[src/design/lsw_pkg.sv]
// ----------------------------------------------------------------------------
// Link supervision watchdog package
// Shared types, register indexes, reset values and state codes for the
// link supervision watchdog.
// ----------------------------------------------------------------------------
package lsw_pkg;

  // Configuration register indexes.
  localparam logic [1:0] CfgIdxGrace    = 2'd0;
  localparam logic [1:0] CfgIdxTimeout  = 2'd1;
  localparam logic [1:0] CfgIdxRecovery = 2'd2;

  // Reset values of the configuration registers.
  localparam logic [15:0] GraceRst    = 16'd1000;
  localparam logic [15:0] TimeoutRst  = 16'd500;
  localparam logic [7:0]  RecoveryRst = 8'd3;

  // Link state codes as reported on the result stream.
  localparam logic [1:0] LinkWait    = 2'd0;
  localparam logic [1:0] LinkOnline  = 2'd1;
  localparam logic [1:0] LinkTimeout = 2'd2;

  // Command codes of an input transfer.
  localparam logic CmdFrame = 1'b0;
  localparam logic CmdCheck = 1'b1;

  // Internal link mode, one-hot.
  typedef enum logic [2:0] {
    ModeWait    = 3'b001,
    ModeOnline  = 3'b010,
    ModeTimeout = 3'b100
  } mode_e;

  // Live configuration.
  typedef struct packed {
    logic [15:0] grace;
    logic [15:0] timeout;
    logic [7:0]  recovery;
  } cfg_t;

  // One result item.
  typedef struct packed {
    logic       frame_seen;
    logic       link_online;
    logic       comm_timeout;
    logic [1:0] link_state;
  } result_t;

  // Map the one-hot mode onto the reported state code.
  function automatic logic [1:0] mode_code(mode_e m);
    logic [1:0] code;
    case (m)
      ModeWait:    code = LinkWait;
      ModeOnline:  code = LinkOnline;
      ModeTimeout: code = LinkTimeout;
      default:     code = LinkWait;
    endcase
    return code;
  endfunction

endpackage

[src/design/lsw_cfg.sv]
// ----------------------------------------------------------------------------
// Link supervision watchdog configuration registers
// Holds grace time, timeout window and recovery count, written through a
// plain indexed write port.
// ----------------------------------------------------------------------------
module lsw_cfg (
  input  logic                clk_i,
  input  logic                rst_ni,
  input  logic                cfg_we_i,
  input  logic [1:0]          cfg_idx_i,
  input  logic [15:0]         cfg_data_i,
  output lsw_pkg::cfg_t       cfg_o
);

  lsw_pkg::cfg_t cfg_d, cfg_q;

  // Decode the register index; unknown indexes are ignored.
  always_comb begin
    cfg_d = cfg_q;
    if (cfg_we_i) begin
      case (cfg_idx_i)
        lsw_pkg::CfgIdxGrace:    cfg_d.grace    = cfg_data_i;
        lsw_pkg::CfgIdxTimeout:  cfg_d.timeout  = cfg_data_i;
        lsw_pkg::CfgIdxRecovery: cfg_d.recovery = cfg_data_i[7:0];
        default:                 cfg_d = cfg_q;
      endcase
    end
  end

  always_ff @(posedge clk_i or negedge rst_ni) begin
    if (!rst_ni) begin
      cfg_q.grace    <= lsw_pkg::GraceRst;
      cfg_q.timeout  <= lsw_pkg::TimeoutRst;
      cfg_q.recovery <= lsw_pkg::RecoveryRst;
    end else begin
      cfg_q <= cfg_d;
    end
  end

  assign cfg_o = cfg_q;

endmodule

[src/design/lsw_engine.sv]
// ----------------------------------------------------------------------------
// Link supervision watchdog engine
// Supervision state and the combinational update for one frame or check.
// ----------------------------------------------------------------------------
module lsw_engine (
  input  logic              clk_i,
  input  logic              rst_ni,
  input  logic              step_i,
  input  logic              command_i,
  input  logic [31:0]       now_i,
  input  lsw_pkg::cfg_t     cfg_i,
  output lsw_pkg::result_t  res_o
);

  lsw_pkg::mode_e mode_d, mode_q;
  logic [31:0] last_d, last_q;
  logic [31:0] total_d, total_q;
  logic [31:0] checked_d, checked_q;
  logic [7:0]  good_d, good_q;
  logic        started_d, started_q;
  logic [31:0] start_d, start_q;
  logic        tflag_d, tflag_q;
  logic        oflag_d, oflag_q;
  logic        seen_d, seen_q;

  logic [31:0] total_inc;
  logic [31:0] start_eff;
  logic [31:0] checked_eff;
  logic [31:0] elapsed;
  logic [31:0] since_start;
  logic [31:0] delta;
  logic [8:0]  good_sum;
  logic [7:0]  good_acc;
  logic        grace_over;
  logic        window_over;

  // Shared arithmetic for the step.
  always_comb begin
    total_inc   = total_q + 32'd1;
    start_eff   = started_q ? start_q : last_q;
    checked_eff = started_q ? checked_q : total_q;
    elapsed     = now_i - last_q;
    since_start = now_i - start_eff;
    grace_over  = since_start > {16'd0, cfg_i.grace};
    window_over = elapsed > {16'd0, cfg_i.timeout};
    delta       = total_q - checked_eff;
    good_sum    = {1'b0, good_q} + {1'b0, delta[7:0]};
    if (delta >= {24'd0, cfg_i.recovery}) begin
      good_acc = cfg_i.recovery;
    end else if (good_sum >= {1'b0, cfg_i.recovery}) begin
      good_acc = cfg_i.recovery;
    end else begin
      good_acc = good_sum[7:0];
    end
  end

  // Next-state logic for a frame or a check.
  always_comb begin
    mode_d    = mode_q;
    last_d    = last_q;
    total_d   = total_q;
    checked_d = checked_q;
    good_d    = good_q;
    started_d = started_q;
    start_d   = start_q;
    tflag_d   = tflag_q;
    oflag_d   = oflag_q;
    seen_d    = seen_q;
    if (command_i == lsw_pkg::CmdFrame) begin
      last_d  = now_i;
      seen_d  = 1'b1;
      total_d = total_inc;
      if (mode_q == lsw_pkg::ModeWait) begin
        mode_d    = lsw_pkg::ModeOnline;
        oflag_d   = 1'b1;
        tflag_d   = 1'b0;
        good_d    = 8'd0;
        checked_d = total_inc;
      end
    end else begin
      // The first check latches the start time and the checked count.
      started_d = 1'b1;
      start_d   = start_eff;
      checked_d = checked_eff;
      case (mode_q)
        lsw_pkg::ModeWait: begin
          oflag_d = 1'b0;
          if (grace_over) begin
            mode_d    = lsw_pkg::ModeTimeout;
            tflag_d   = 1'b1;
            good_d    = 8'd0;
            checked_d = total_q;
          end else begin
            tflag_d = 1'b0;
          end
        end
        lsw_pkg::ModeOnline: begin
          if (window_over) begin
            mode_d    = lsw_pkg::ModeTimeout;
            tflag_d   = 1'b1;
            oflag_d   = 1'b0;
            good_d    = 8'd0;
            checked_d = total_q;
          end else begin
            tflag_d = 1'b0;
            oflag_d = 1'b1;
          end
        end
        default: begin
          // Timed out: a stale link clears the accumulation, otherwise new
          // frames add up toward the recovery count.
          tflag_d = 1'b1;
          oflag_d = 1'b0;
          if (window_over) begin
            good_d    = 8'd0;
            checked_d = total_q;
          end else begin
            if (total_q != checked_eff) begin
              checked_d = total_q;
              good_d    = good_acc;
            end
            if (good_d >= cfg_i.recovery) begin
              mode_d  = lsw_pkg::ModeOnline;
              tflag_d = 1'b0;
              oflag_d = 1'b1;
              good_d  = 8'd0;
            end
          end
        end
      endcase
    end
  end

  // State registers, updated once per processed transfer.
  always_ff @(posedge clk_i or negedge rst_ni) begin
    if (!rst_ni) begin
      mode_q    <= lsw_pkg::ModeWait;
      last_q    <= 32'd0;
      total_q   <= 32'd0;
      checked_q <= 32'd0;
      good_q    <= 8'd0;
      started_q <= 1'b0;
      start_q   <= 32'd0;
      tflag_q   <= 1'b0;
      oflag_q   <= 1'b0;
      seen_q    <= 1'b0;
    end else if (step_i) begin
      mode_q    <= mode_d;
      last_q    <= last_d;
      total_q   <= total_d;
      checked_q <= checked_d;
      good_q    <= good_d;
      started_q <= started_d;
      start_q   <= start_d;
      tflag_q   <= tflag_d;
      oflag_q   <= oflag_d;
      seen_q    <= seen_d;
    end
  end

  // Result reflects the state after the step.
  assign res_o.link_state   = lsw_pkg::mode_code(mode_d);
  assign res_o.comm_timeout = tflag_d;
  assign res_o.link_online  = oflag_d;
  assign res_o.frame_seen   = seen_d;

  // The held flags always agree with the mode.
  a_flags_match_mode: assert property (@(posedge clk_i) disable iff (!rst_ni)
    (tflag_q == (mode_q == lsw_pkg::ModeTimeout)) &&
    (oflag_q == (mode_q == lsw_pkg::ModeOnline)))
    else $error("lsw: flags disagree with mode");

  // A seen frame always takes the link out of the waiting mode.
  a_seen_not_waiting: assert property (@(posedge clk_i) disable iff (!rst_ni)
    seen_q |-> (mode_q != lsw_pkg::ModeWait))
    else $error("lsw: frame seen but still waiting");

  // The accumulation is only live while timed out.
  a_good_idle: assert property (@(posedge clk_i) disable iff (!rst_ni)
    (mode_q != lsw_pkg::ModeTimeout) |-> (good_q == 8'd0))
    else $error("lsw: recovery accumulation outside timeout");

  // Once a frame has been seen, the flag never falls again.
  a_seen_sticky: assert property (@(posedge clk_i) disable iff (!rst_ni)
    $past(seen_q) |-> seen_q)
    else $error("lsw: frame seen flag fell");

endmodule

[src/design/link_supervision_watchdog.sv]
// ----------------------------------------------------------------------------
// Link supervision watchdog
// Heartbeat timeout watchdog with recovery for a feedback link.
// ----------------------------------------------------------------------------
// Each input transfer is a frame event (tuser 0) or a supervision check
// (tuser 1) stamped with the millisecond time in tdata, and produces exactly
// one result transfer carrying the link state after that event. The block
// takes one transfer every clock cycle while the result stream is not
// stalled. An accepted event is held in the input register while the state
// update settles, and the result register is written once the result slot
// is free, from where the result is taken. The combinational state update
// sets the rate. The output register lets a new transfer enter while a
// result still waits. Configuration writes take effect on the next cycle
// and are meant to be made while no transfer is in flight.
module link_supervision_watchdog (
  input  logic        clk_i,
  input  logic        rst_ni,
  // Input stream
  input  logic        s_axis_tvalid_i,
  output logic        s_axis_tready_o,
  input  logic [31:0] s_axis_tdata_i,   // [31:0] now_ms
  input  logic        s_axis_tuser_i,   // [0] command
  // Result stream
  output logic        m_axis_tvalid_o,
  input  logic        m_axis_tready_i,
  output logic [7:0]  m_axis_tdata_o,   // [1:0] link_state, [2] comm_timeout,
                                        // [3] link_online, [4] frame_seen
  // Configuration write port
  input  logic        cfg_we_i,
  input  logic [1:0]  cfg_idx_i,
  input  logic [15:0] cfg_data_i
);

  logic             in_valid_d, in_valid_q;
  logic             in_cmd_q;
  logic [31:0]      in_now_q;
  logic             out_valid_d, out_valid_q;
  lsw_pkg::result_t out_res_q;
  lsw_pkg::result_t step_res;
  lsw_pkg::cfg_t    cfg;
  logic             advance;
  logic             fire;
  logic             in_xfer;

  // Handshake: the input register moves on whenever the result slot frees.
  assign advance         = !out_valid_q || m_axis_tready_i;
  assign fire            = in_valid_q && advance;
  assign s_axis_tready_o = !in_valid_q || advance;
  assign in_xfer         = s_axis_tvalid_i && s_axis_tready_o;

  always_comb begin
    in_valid_d = in_valid_q;
    if (in_xfer) begin
      in_valid_d = 1'b1;
    end else if (fire) begin
      in_valid_d = 1'b0;
    end
  end

  always_comb begin
    out_valid_d = out_valid_q;
    if (fire) begin
      out_valid_d = 1'b1;
    end else if (m_axis_tready_i) begin
      out_valid_d = 1'b0;
    end
  end

  // Control registers.
  always_ff @(posedge clk_i or negedge rst_ni) begin
    if (!rst_ni) begin
      in_valid_q  <= 1'b0;
      out_valid_q <= 1'b0;
    end else begin
      in_valid_q  <= in_valid_d;
      out_valid_q <= out_valid_d;
    end
  end

  // Input payload register.
  always_ff @(posedge clk_i) begin
    if (in_xfer) begin
      in_cmd_q <= s_axis_tuser_i;
      in_now_q <= s_axis_tdata_i;
    end
  end

  // Result payload register.
  always_ff @(posedge clk_i) begin
    if (fire) begin
      out_res_q <= step_res;
    end
  end

  lsw_cfg u_cfg (
    .clk_i      (clk_i),
    .rst_ni     (rst_ni),
    .cfg_we_i   (cfg_we_i),
    .cfg_idx_i  (cfg_idx_i),
    .cfg_data_i (cfg_data_i),
    .cfg_o      (cfg)
  );

  lsw_engine u_engine (
    .clk_i     (clk_i),
    .rst_ni    (rst_ni),
    .step_i    (fire),
    .command_i (in_cmd_q),
    .now_i     (in_now_q),
    .cfg_i     (cfg),
    .res_o     (step_res)
  );

  assign m_axis_tvalid_o = out_valid_q;
  assign m_axis_tdata_o  = {3'b000, out_res_q.frame_seen, out_res_q.link_online,
                            out_res_q.comm_timeout, out_res_q.link_state};

endmodule
[config.mk]
export PLATFORM = sky130hd
export DESIGN_NAME = link_supervision_watchdog
export DESIGN_NICKNAME = d
export VERILOG_FILES = /design/src/design/lsw_pkg.sv /design/src/design/lsw_cfg.sv /design/src/design/lsw_engine.sv /design/src/design/link_supervision_watchdog.sv
export SDC_FILE = /design/constraint.sdc
export NUM_CORES = 1
export LEC_CHECK = 0
export ABC_AREA = 0
export BUFFER_PORTS_ARGS = -buffer_cell sky130_fd_sc_hd__buf_2
export CAP_MARGIN = 20
export CORE_MARGIN = 3
export CORE_UTILIZATION = 50
export DETAILED_ROUTE_END_ITERATION = 10
export GPL_TIMING_DRIVEN = 0
export PLACE_DENSITY = 0.77
export SLEW_MARGIN = 20
export SYNTH_ARGS = -nofsm -noshare
export SYNTH_HDL_FRONTEND = slang
export SYNTH_SLANG_ARGS = --single-unit
[constraint.sdc]
create_clock -name clk_i -period 12.3 [get_ports clk_i]
set_input_delay 1.845 -clock clk_i [delete_from_list [all_inputs] [get_ports clk_i]]
set_output_delay 1.845 -clock clk_i [all_outputs]
set_load 0.02 [all_outputs]
==> flow_metrics.env, run 1 <==
export IMPL_die_h_um=197
export IMPL_synth_area_mux_share_pct=8.52
export IMPL_antennaDiodeCount=0
export IMPL_cts_tree="built"
export IMPL_syn_to_final_growth_pct=10.3
export IMPL_maxCapViolCount=0
export IMPL_grt_pass1_wl_um=87100
export IMPL_tightest_slew_ns=1.10
export IMPL_pin_count=66
export IMPL_post_drt_wl_per_cell_um=20.2
export IMPL_path_clk_slew_ns=0.06
export IMPL_grt_max_degree=69
export IMPL_via_per_inst=6.19
export IMPL_clock_fmax_mhz=92.4
export IMPL_synth_warnings=0
export IMPL_clkLatencyLatePin_ns=0.57
export IMPL_clockBufferDepth=3
export IMPL_worstPathMaxFanout=10
export IMPL_synth_area_per_cell_um2=8.72
export IMPL_min_to="u_engine.seen_q"
export IMPL_dp_cells=2626
export IMPL_synth_top_cell_area_share_pct=23.3
export IMPL_coreArea_um2=35800
export IMPL_arrival_ns=11.13
export IMPL_r2r_end="m_axis_tdata_o[1]"
export IMPL_crit_path_frequent_cell="a21o_1"
export IMPL_yosysSeqAreaShare_pct=31.7
export IMPL_ys_seq_elements=223
export IMPL_netlist_instances=2098
export IMPL_overflow=0
export IMPL_grt_antenna_before_repair=1
export IMPL_drt_pass1_iter_count=5
export IMPL_antenna_left=0
export IMPL_crit_type="reg2reg"
export IMPL_clock_skew_ns=0.0127
export IMPL_synth_area_top_cells="dfrtp_1 (23%), ha_1 (11%), edfxtp_1 (6.2%), nand2_1 (4.5%), o21ai_0 (4.4%)"
export IMPL_fin_crit_ns=10.82
export IMPL_tns_ns=0
export IMPL_p_leak_nw=9.12
export IMPL_worstPathRequired_ns=12.62
export IMPL_hold_path_startpoint="u_engine.seen_q"
export IMPL_wl_um=54000
export IMPL_dpl_hpwl_um=41800
export IMPL_outcome="finished, final reports clean"
export IMPL_synthAdderAreaFrac_pct=11.4
export IMPL_critPathLaunchType="flip-flop"
export IMPL_numPortBuffers=62
export IMPL_vias=16600
export IMPL_finalMaxSlewViolations=0
export IMPL_row_count=69
export IMPL_r2r_cells=41
export IMPL_h_tree_depth=1
export IMPL_track_usage_pct=27.6
export IMPL_hold_viol=0
export IMPL_hold_class="reg2reg"
export IMPL_vdd_drop_max_uv=126
export IMPL_die_area_um2=38900
export IMPL_setup_violations=0
export IMPL_synth_compound_area_share_pct=20.9
export IMPL_yosysUniqueCellTypes=90
export IMPL_drc=0
export IMPL_cpMaxStageDelayCell="clkbuf_1"
export IMPL_synthArstFlopShare_pct=83.0
export IMPL_dieWidth_um=197
export IMPL_final_cells=2678
export IMPL_cts_root_buffer="clkbuf_16"
export IMPL_synth_edf_count=38
export IMPL_synth_ff_type="dfrtp_1"
export IMPL_slew_headroom_pct=26.4
export IMPL_synthXorXnorAreaFrac_pct=5.56
export IMPL_cts_buffers=28
export IMPL_synthSimpleGateAreaFrac_pct=16.8
export IMPL_synth_top_family_by_area="compound AO/OA/AOI/OAI gates"
export IMPL_cts_resized_gates=0
export IMPL_drive_above_1_share_pct=11.6
export IMPL_initial_utilization_pct=51.0
export IMPL_timing_reg2reg_setup_slack_ns=1.48
export IMPL_drtIter0Drc=1133
export IMPL_place_gp_congestion=1.02
export IMPL_cts_setup_buffers=0
export IMPL_rsz0062_at_grt="no"
export IMPL_fin_crit_sh_pct=88.0
export IMPL_syn_area_um2=18300
export IMPL_powerDensity_nw_per_um2=154
export IMPL_worst_r2r_startpoint="u_engine.started_q"
export IMPL_critPathCaptureType="flip-flop"
export IMPL_first_global_vias=16500
export IMPL_synth_top_area_cell="dfrtp_1"
export IMPL_cp_slowest_stage_delay_ns=0.82
export IMPL_cts_sinks=223
export IMPL_whs_path_depth=1
export IMPL_fin_nets=2415
export IMPL_ctsHoldBuffers=0
## through the flow
stage / utilization [%] / cell area, um2 / power, mW / setup WS, ns / hold slack [ns]
2_1_floorplan: - / 18300 / 1.90 / 3.88 / 0.425
3_3_place_gp: 53.5 / 19200 / 2.24 / 1.81 / 0.441
3_5_place_dp: 53.8 / 19300 / 2.28 / 1.72 / 0.456
4_1_cts: 56.3 / 20200 / 3.11 / 1.63 / 0.473
5_1_grt: 56.3 / 20200 / 3.32 / 0.939 / 0.509
6_report: 56.3 / 20200 / 3.10 / 1.48 / 0.475
## kinds of logic after synthesis
| family | after synthesis |
|---|---|
| AO/OA/AOI/OAI | 598 |
| XOR/XNOR | 116 |
| adder cells (fa/ha/maj) | 164 |
| buffers and inverters | 242 |
| flip-flops | 223 |
| multiplexers | 139 |
| other | 1 |
| AND/OR/NAND/NOR | 615 |
## power by group
part	switching (mW)	total [mW]	leakage [nW]	internal (mW)
Combinational	0.857	1.40	6.00	0.542
Clock	0.336	0.801	0.456	0.464
Sequential	0.0625	0.904	2.67	0.841
## final cells by class
type                    count  area (um2)
fillers                  3189       15700
repair buffers             65         395
flip-flops and latches    223        5790
plain buffers              99         423
clock buffers              36         771
inverters                 143         537
clock inverters            16         125
multi-input cells        1635       11500
well taps                 461         577
## state kept, by name, indices dropped and copies added, names as in the netlist
| name | flops |
|---|---|
| in_cmd_q | 1 |
| u_engine.start_q | 32 |
| u_cfg.cfg_o | 40 |
| u_engine.seen_q | 1 |
| u_engine.mode_q | 3 |
| m_axis_tdata_o | 5 |
| u_engine.total_q | 32 |
| in_valid_q | 1 |
| u_engine.oflag_q | 1 |
| u_engine.tflag_q | 1 |
| u_engine.started_q | 1 |
| u_engine.checked_q | 32 |
| u_engine.good_q | 8 |
| u_engine.last_q | 32 |
| m_axis_tvalid_o | 1 |
| in_now_q | 32 |
## metal layers
| metal | routed length (um) | share of wire (%) | global-route usage [%] | vias to the layer above |
|---|---|---|---|---|
| met3 | 2940 | 5.4 | 3.41 | 156 |
| met4 | 3120 | 5.8 | 13.4 | 2 |
| met5 | 13 | 0.024 | 0 | - |
| li1 | - | - | - | 7854 |
| met2 | 26200 | 49 | 48.3 | 568 |
| met1 | 21700 | 40 | 33.9 | 8006 |
## how the worst max path moves through the flow
stage / from / endpoint
after floorplan: u_engine.started_q / m_axis_tdata_o[1]
after global placement: u_engine.started_q / m_axis_tdata_o[1]
after detailed placement: u_engine.started_q / m_axis_tdata_o[1]
after CTS: u_engine.started_q / m_axis_tdata_o[1]
after global routing: u_engine.started_q / m_axis_tdata_o[1]
final: u_engine.started_q / m_axis_tdata_o[1]
## layout by cell type (no fill, tap or decap), types with 15 or more instances in the layout
cell / n
nand2_1: 219
dfrtp_1: 170
o21ai_0: 162
ha_1: 160
a21oi_1: 150
inv_1: 142
nor2_1: 106
xnor2_1: 88
mux2i_1: 78
clkbuf_1: 74
buf_2: 74
nand4_1: 54
nand3_1: 50
edfxtp_1: 38
a21o_1: 37
mux2_2: 37
o22ai_1: 34
nor3_1: 34
xor2_1: 28
clkbuf_16: 28
and3_1: 27
o21a_1: 26
mux2_4: 24
a21oi_2: 21
nor4_1: 17
nand2b_1: 16
o211ai_1: 16
a22oi_1: 16
dfstp_2: 15
## synth_stat cells (38+ instances only)
library cell	instances
o21ai_0	162
nand2_1	219
nand3_1	50
mux2i_1	78
ha_1	160
dfrtp_1	170
inv_1	142
edfxtp_1	38
xnor2_1	88
nor2_1	106
a21oi_1	150
nand4_1	54
clkbuf_1	70
## worst max-delay path, delay by kind of cell (launching register included)
kind / cells / cell delay (ns)
buffers and inverters: 4 / 1.87
flip-flops: 1 / 0.32
multiplexers: 2 / 0.52
XOR/XNOR: 2 / 0.46
AO/OA/AOI/OAI: 16 / 3.04
adder cells (fa/ha/maj): 5 / 1.52
AND/OR/NAND/NOR: 12 / 2.86
No activity file was read; power rests on OpenSTA's default activity.
==> run 2: changes to the inputs <==
--- a/config.mk
+++ b/config.mk
@@ -8,7 +8,7 @@
 export ABC_AREA = 0
 export BUFFER_PORTS_ARGS = -buffer_cell sky130_fd_sc_hd__buf_2
 export CAP_MARGIN = 20
-export CORE_MARGIN = 3
+export CORE_MARGIN = 5
 export CORE_UTILIZATION = 50
 export DETAILED_ROUTE_END_ITERATION = 10
 export GPL_TIMING_DRIVEN = 0
==> run 2 against run 1 <==
Effect of this change:
- wire length shrank 0.23%
- clock-buffer cell count grew 2
- combinational power is essentially flat
- global-route usage shrank 2.1 points
- highest routed layer is now met4
- die area grew 4.1%
- via count shrank 0.82%
- power is essentially flat
- final area is essentially flat
- clock skew grew 0.0017 ns
==> flow_metrics.env, run 2 (synthesis results as in run 1) <==
export IMPL_outcome="finished, final reports clean"
export IMPL_post_drt_wl_per_cell_um=20.1
export IMPL_via_per_inst=6.13
export IMPL_seqPwrFrac_pct=29.1
export IMPL_clockBufferDepth=3
export IMPL_tns_ns=0
export IMPL_pwr_share_comb_pct=44.9
export IMPL_cts_buffers=27
export IMPL_topRoutingLayerUsed="met4"
export IMPL_die_area_um2=40500
export IMPL_p_leak_nw=9.09
export IMPL_final_cell_area_um2=20200
export IMPL_grt_antenna_before_repair=0
export IMPL_arrival_ns=11.11
export IMPL_wl_um=53900
export IMPL_hold_path_startpoint="u_engine.seen_q"
export IMPL_worstPathRequired_ns=12.62
export IMPL_rsz0062_at_grt="no"
export IMPL_internal_power_mw=1.85
export IMPL_vias=16500
export IMPL_swShare_pct=40.5
export IMPL_register_area_um2=5790
export IMPL_fin_crit_sh_pct=87.7
export IMPL_timing_reg2reg_setup_slack_ns=1.51
export IMPL_fin_crit_ns=10.79
export IMPL_antenna_left=0
export IMPL_wl_met2_um=26500
export IMPL_tightest_slew_ns=1.10
export IMPL_grt_max_degree=86
export IMPL_antennaDiodeCount=0
export IMPL_coreArea_um2=36300
export IMPL_overflow=0
export IMPL_final_cell_mix="nand2_1 (219), dfrtp_1 (170), o21ai_0 (162), ha_1 (160), a21oi_1 (150)"
export IMPL_final_util_pct=55.5
export IMPL_largest_reg_flops=40
export IMPL_crit_cells=41
export IMPL_die_h_um=201
export IMPL_place_gp_congestion=0.971
export IMPL_min_to="u_engine.seen_q"
export IMPL_hold_class="reg2reg"
export IMPL_slew_headroom_pct=26.8
export IMPL_drive_above_1_share_pct=11.5
export IMPL_initial_utilization_pct=50.3
export IMPL_clkLatencyLatePin_ns=0.57
export IMPL_cpMaxStageDelayCell="clkbuf_1"
export IMPL_drt_pass1_iter_count=6
export IMPL_layout_commonest_cell="nand2_1"
export IMPL_critPathCaptureType="flip-flop"
export IMPL_worst_r2r_startpoint="u_engine.started_q"
export IMPL_crit_buf_inv=4
export IMPL_cp_slowest_stage_delay_ns=0.76
export IMPL_numPortBuffers=62
export IMPL_cts_sinks=223
export IMPL_cts_root_buffer="clkbuf_16"
export IMPL_powerDensity_nw_per_um2=154
export IMPL_hold_viol=0
export IMPL_pin_count=66
export IMPL_drtIter0Drc=989
export IMPL_dieWidth_um=201
export IMPL_worstPathMaxFanout=10
export IMPL_cts_resized_gates=0
export IMPL_multiInputGateArea_um2=11500
export IMPL_netSwitchingPower_mw=1.26
export IMPL_grt_pass1_wl_um=85600
export IMPL_r2r_cells=41
export IMPL_first_global_vias=16300
export IMPL_whs_path_depth=1
export IMPL_power_frac_clock_pct=25.9
export IMPL_wl_met1_um=22100
export IMPL_crit_path_frequent_cell="a21o_1"
export IMPL_clock_skew_ns=0.0144
export IMPL_setup_violations=0
export IMPL_dpl_hpwl_um=42100
export IMPL_cts_tree="built"
export IMPL_cts_setup_buffers=0
export IMPL_fillerInstances=3278
export IMPL_row_count=70
export IMPL_fin_nets=2414
export IMPL_maxCapViolCount=0
export IMPL_drc=0
export IMPL_clock_fmax_mhz=92.7
export IMPL_finalMaxSlewViolations=0
export IMPL_track_usage_pct=25.6
export IMPL_r2r_end="m_axis_tdata_o[1]"
export IMPL_wl_met3_um=2740
export IMPL_critPathLaunchType="flip-flop"
export IMPL_place_area_um2=19300
export IMPL_path_clk_slew_ns=0.06
export IMPL_h_tree_depth=1
export IMPL_finalHoldWorstSlack_ns=0.457
export IMPL_ctsHoldBuffers=0
export IMPL_syn_to_final_growth_pct=10.2
export IMPL_critPathTopFamily="compound AO/OA/AOI/OAI gates"
export IMPL_vdd_drop_max_uv=126
export IMPL_crit_type="reg2reg"
## run 2: cell types whose count changed in the layout (fill, tap and decap cells not counted), sizes merged
cell	delta
clkbuf	+2
clkinvlp	+5
clkinv	-9
## run 2: layout make-up
class                           count  share of cell area (%)
Clock inverter                     12                   0.527
Buffer                             99                    2.10
Sequential cell                   223                    28.7
Inverter                          143                    2.66
Clock buffer                       38                    3.86
Tap cell                          468                    2.90
Multi-Input combinational cell   1635                    57.3
Timing Repair Buffer               65                    1.96
## run 2: worst max-delay path by stage
| stage | end | start |
|---|---|---|
| detailed placement | m_axis_tdata_o[1] | u_engine.started_q |
| finish | m_axis_tdata_o[1] | u_engine.started_q |
| CTS | m_axis_tdata_o[1] | u_engine.started_q |
| global placement | m_axis_tdata_o[1] | u_engine.started_q |
| floorplan | m_axis_tdata_o[1] | u_engine.started_q |
| global route | m_axis_tdata_o[1] | u_engine.started_q |
## run 2: routing by layer
| metal | vias to the layer above | global-route usage [%] |
|---|---|---|
| met5 | - | 0 |
| met4 | 0 | 10.6 |
| met3 | 138 | 2.92 |
| met2 | 532 | 45.3 |
| met1 | 7933 | 31.7 |
| li1 | 7847 | - |
## run 2: stage by stage
stage,instances,worst slack [ns],power (mW)
after global placement,2630,1.74,2.24
after global routing,2683,1.23,3.31
after floorplan,2100,3.88,1.90
after CTS,2683,1.70,3.10
final,2683,1.51,3.10
after detailed placement,2633,1.81,2.29
## run 2: power by group through the flow
stage | logic, mW | registers [mW] | clock network [mW]
final | 1.39 | 0.904 | 0.805
after global routing | 1.55 | 0.913 | 0.846
after CTS | 1.38 | 0.902 | 0.818
after detailed placement | 1.37 | 0.915 | 0
after global placement | 1.32 | 0.912 | 0
after floorplan | 1.00 | 0.895 | 0
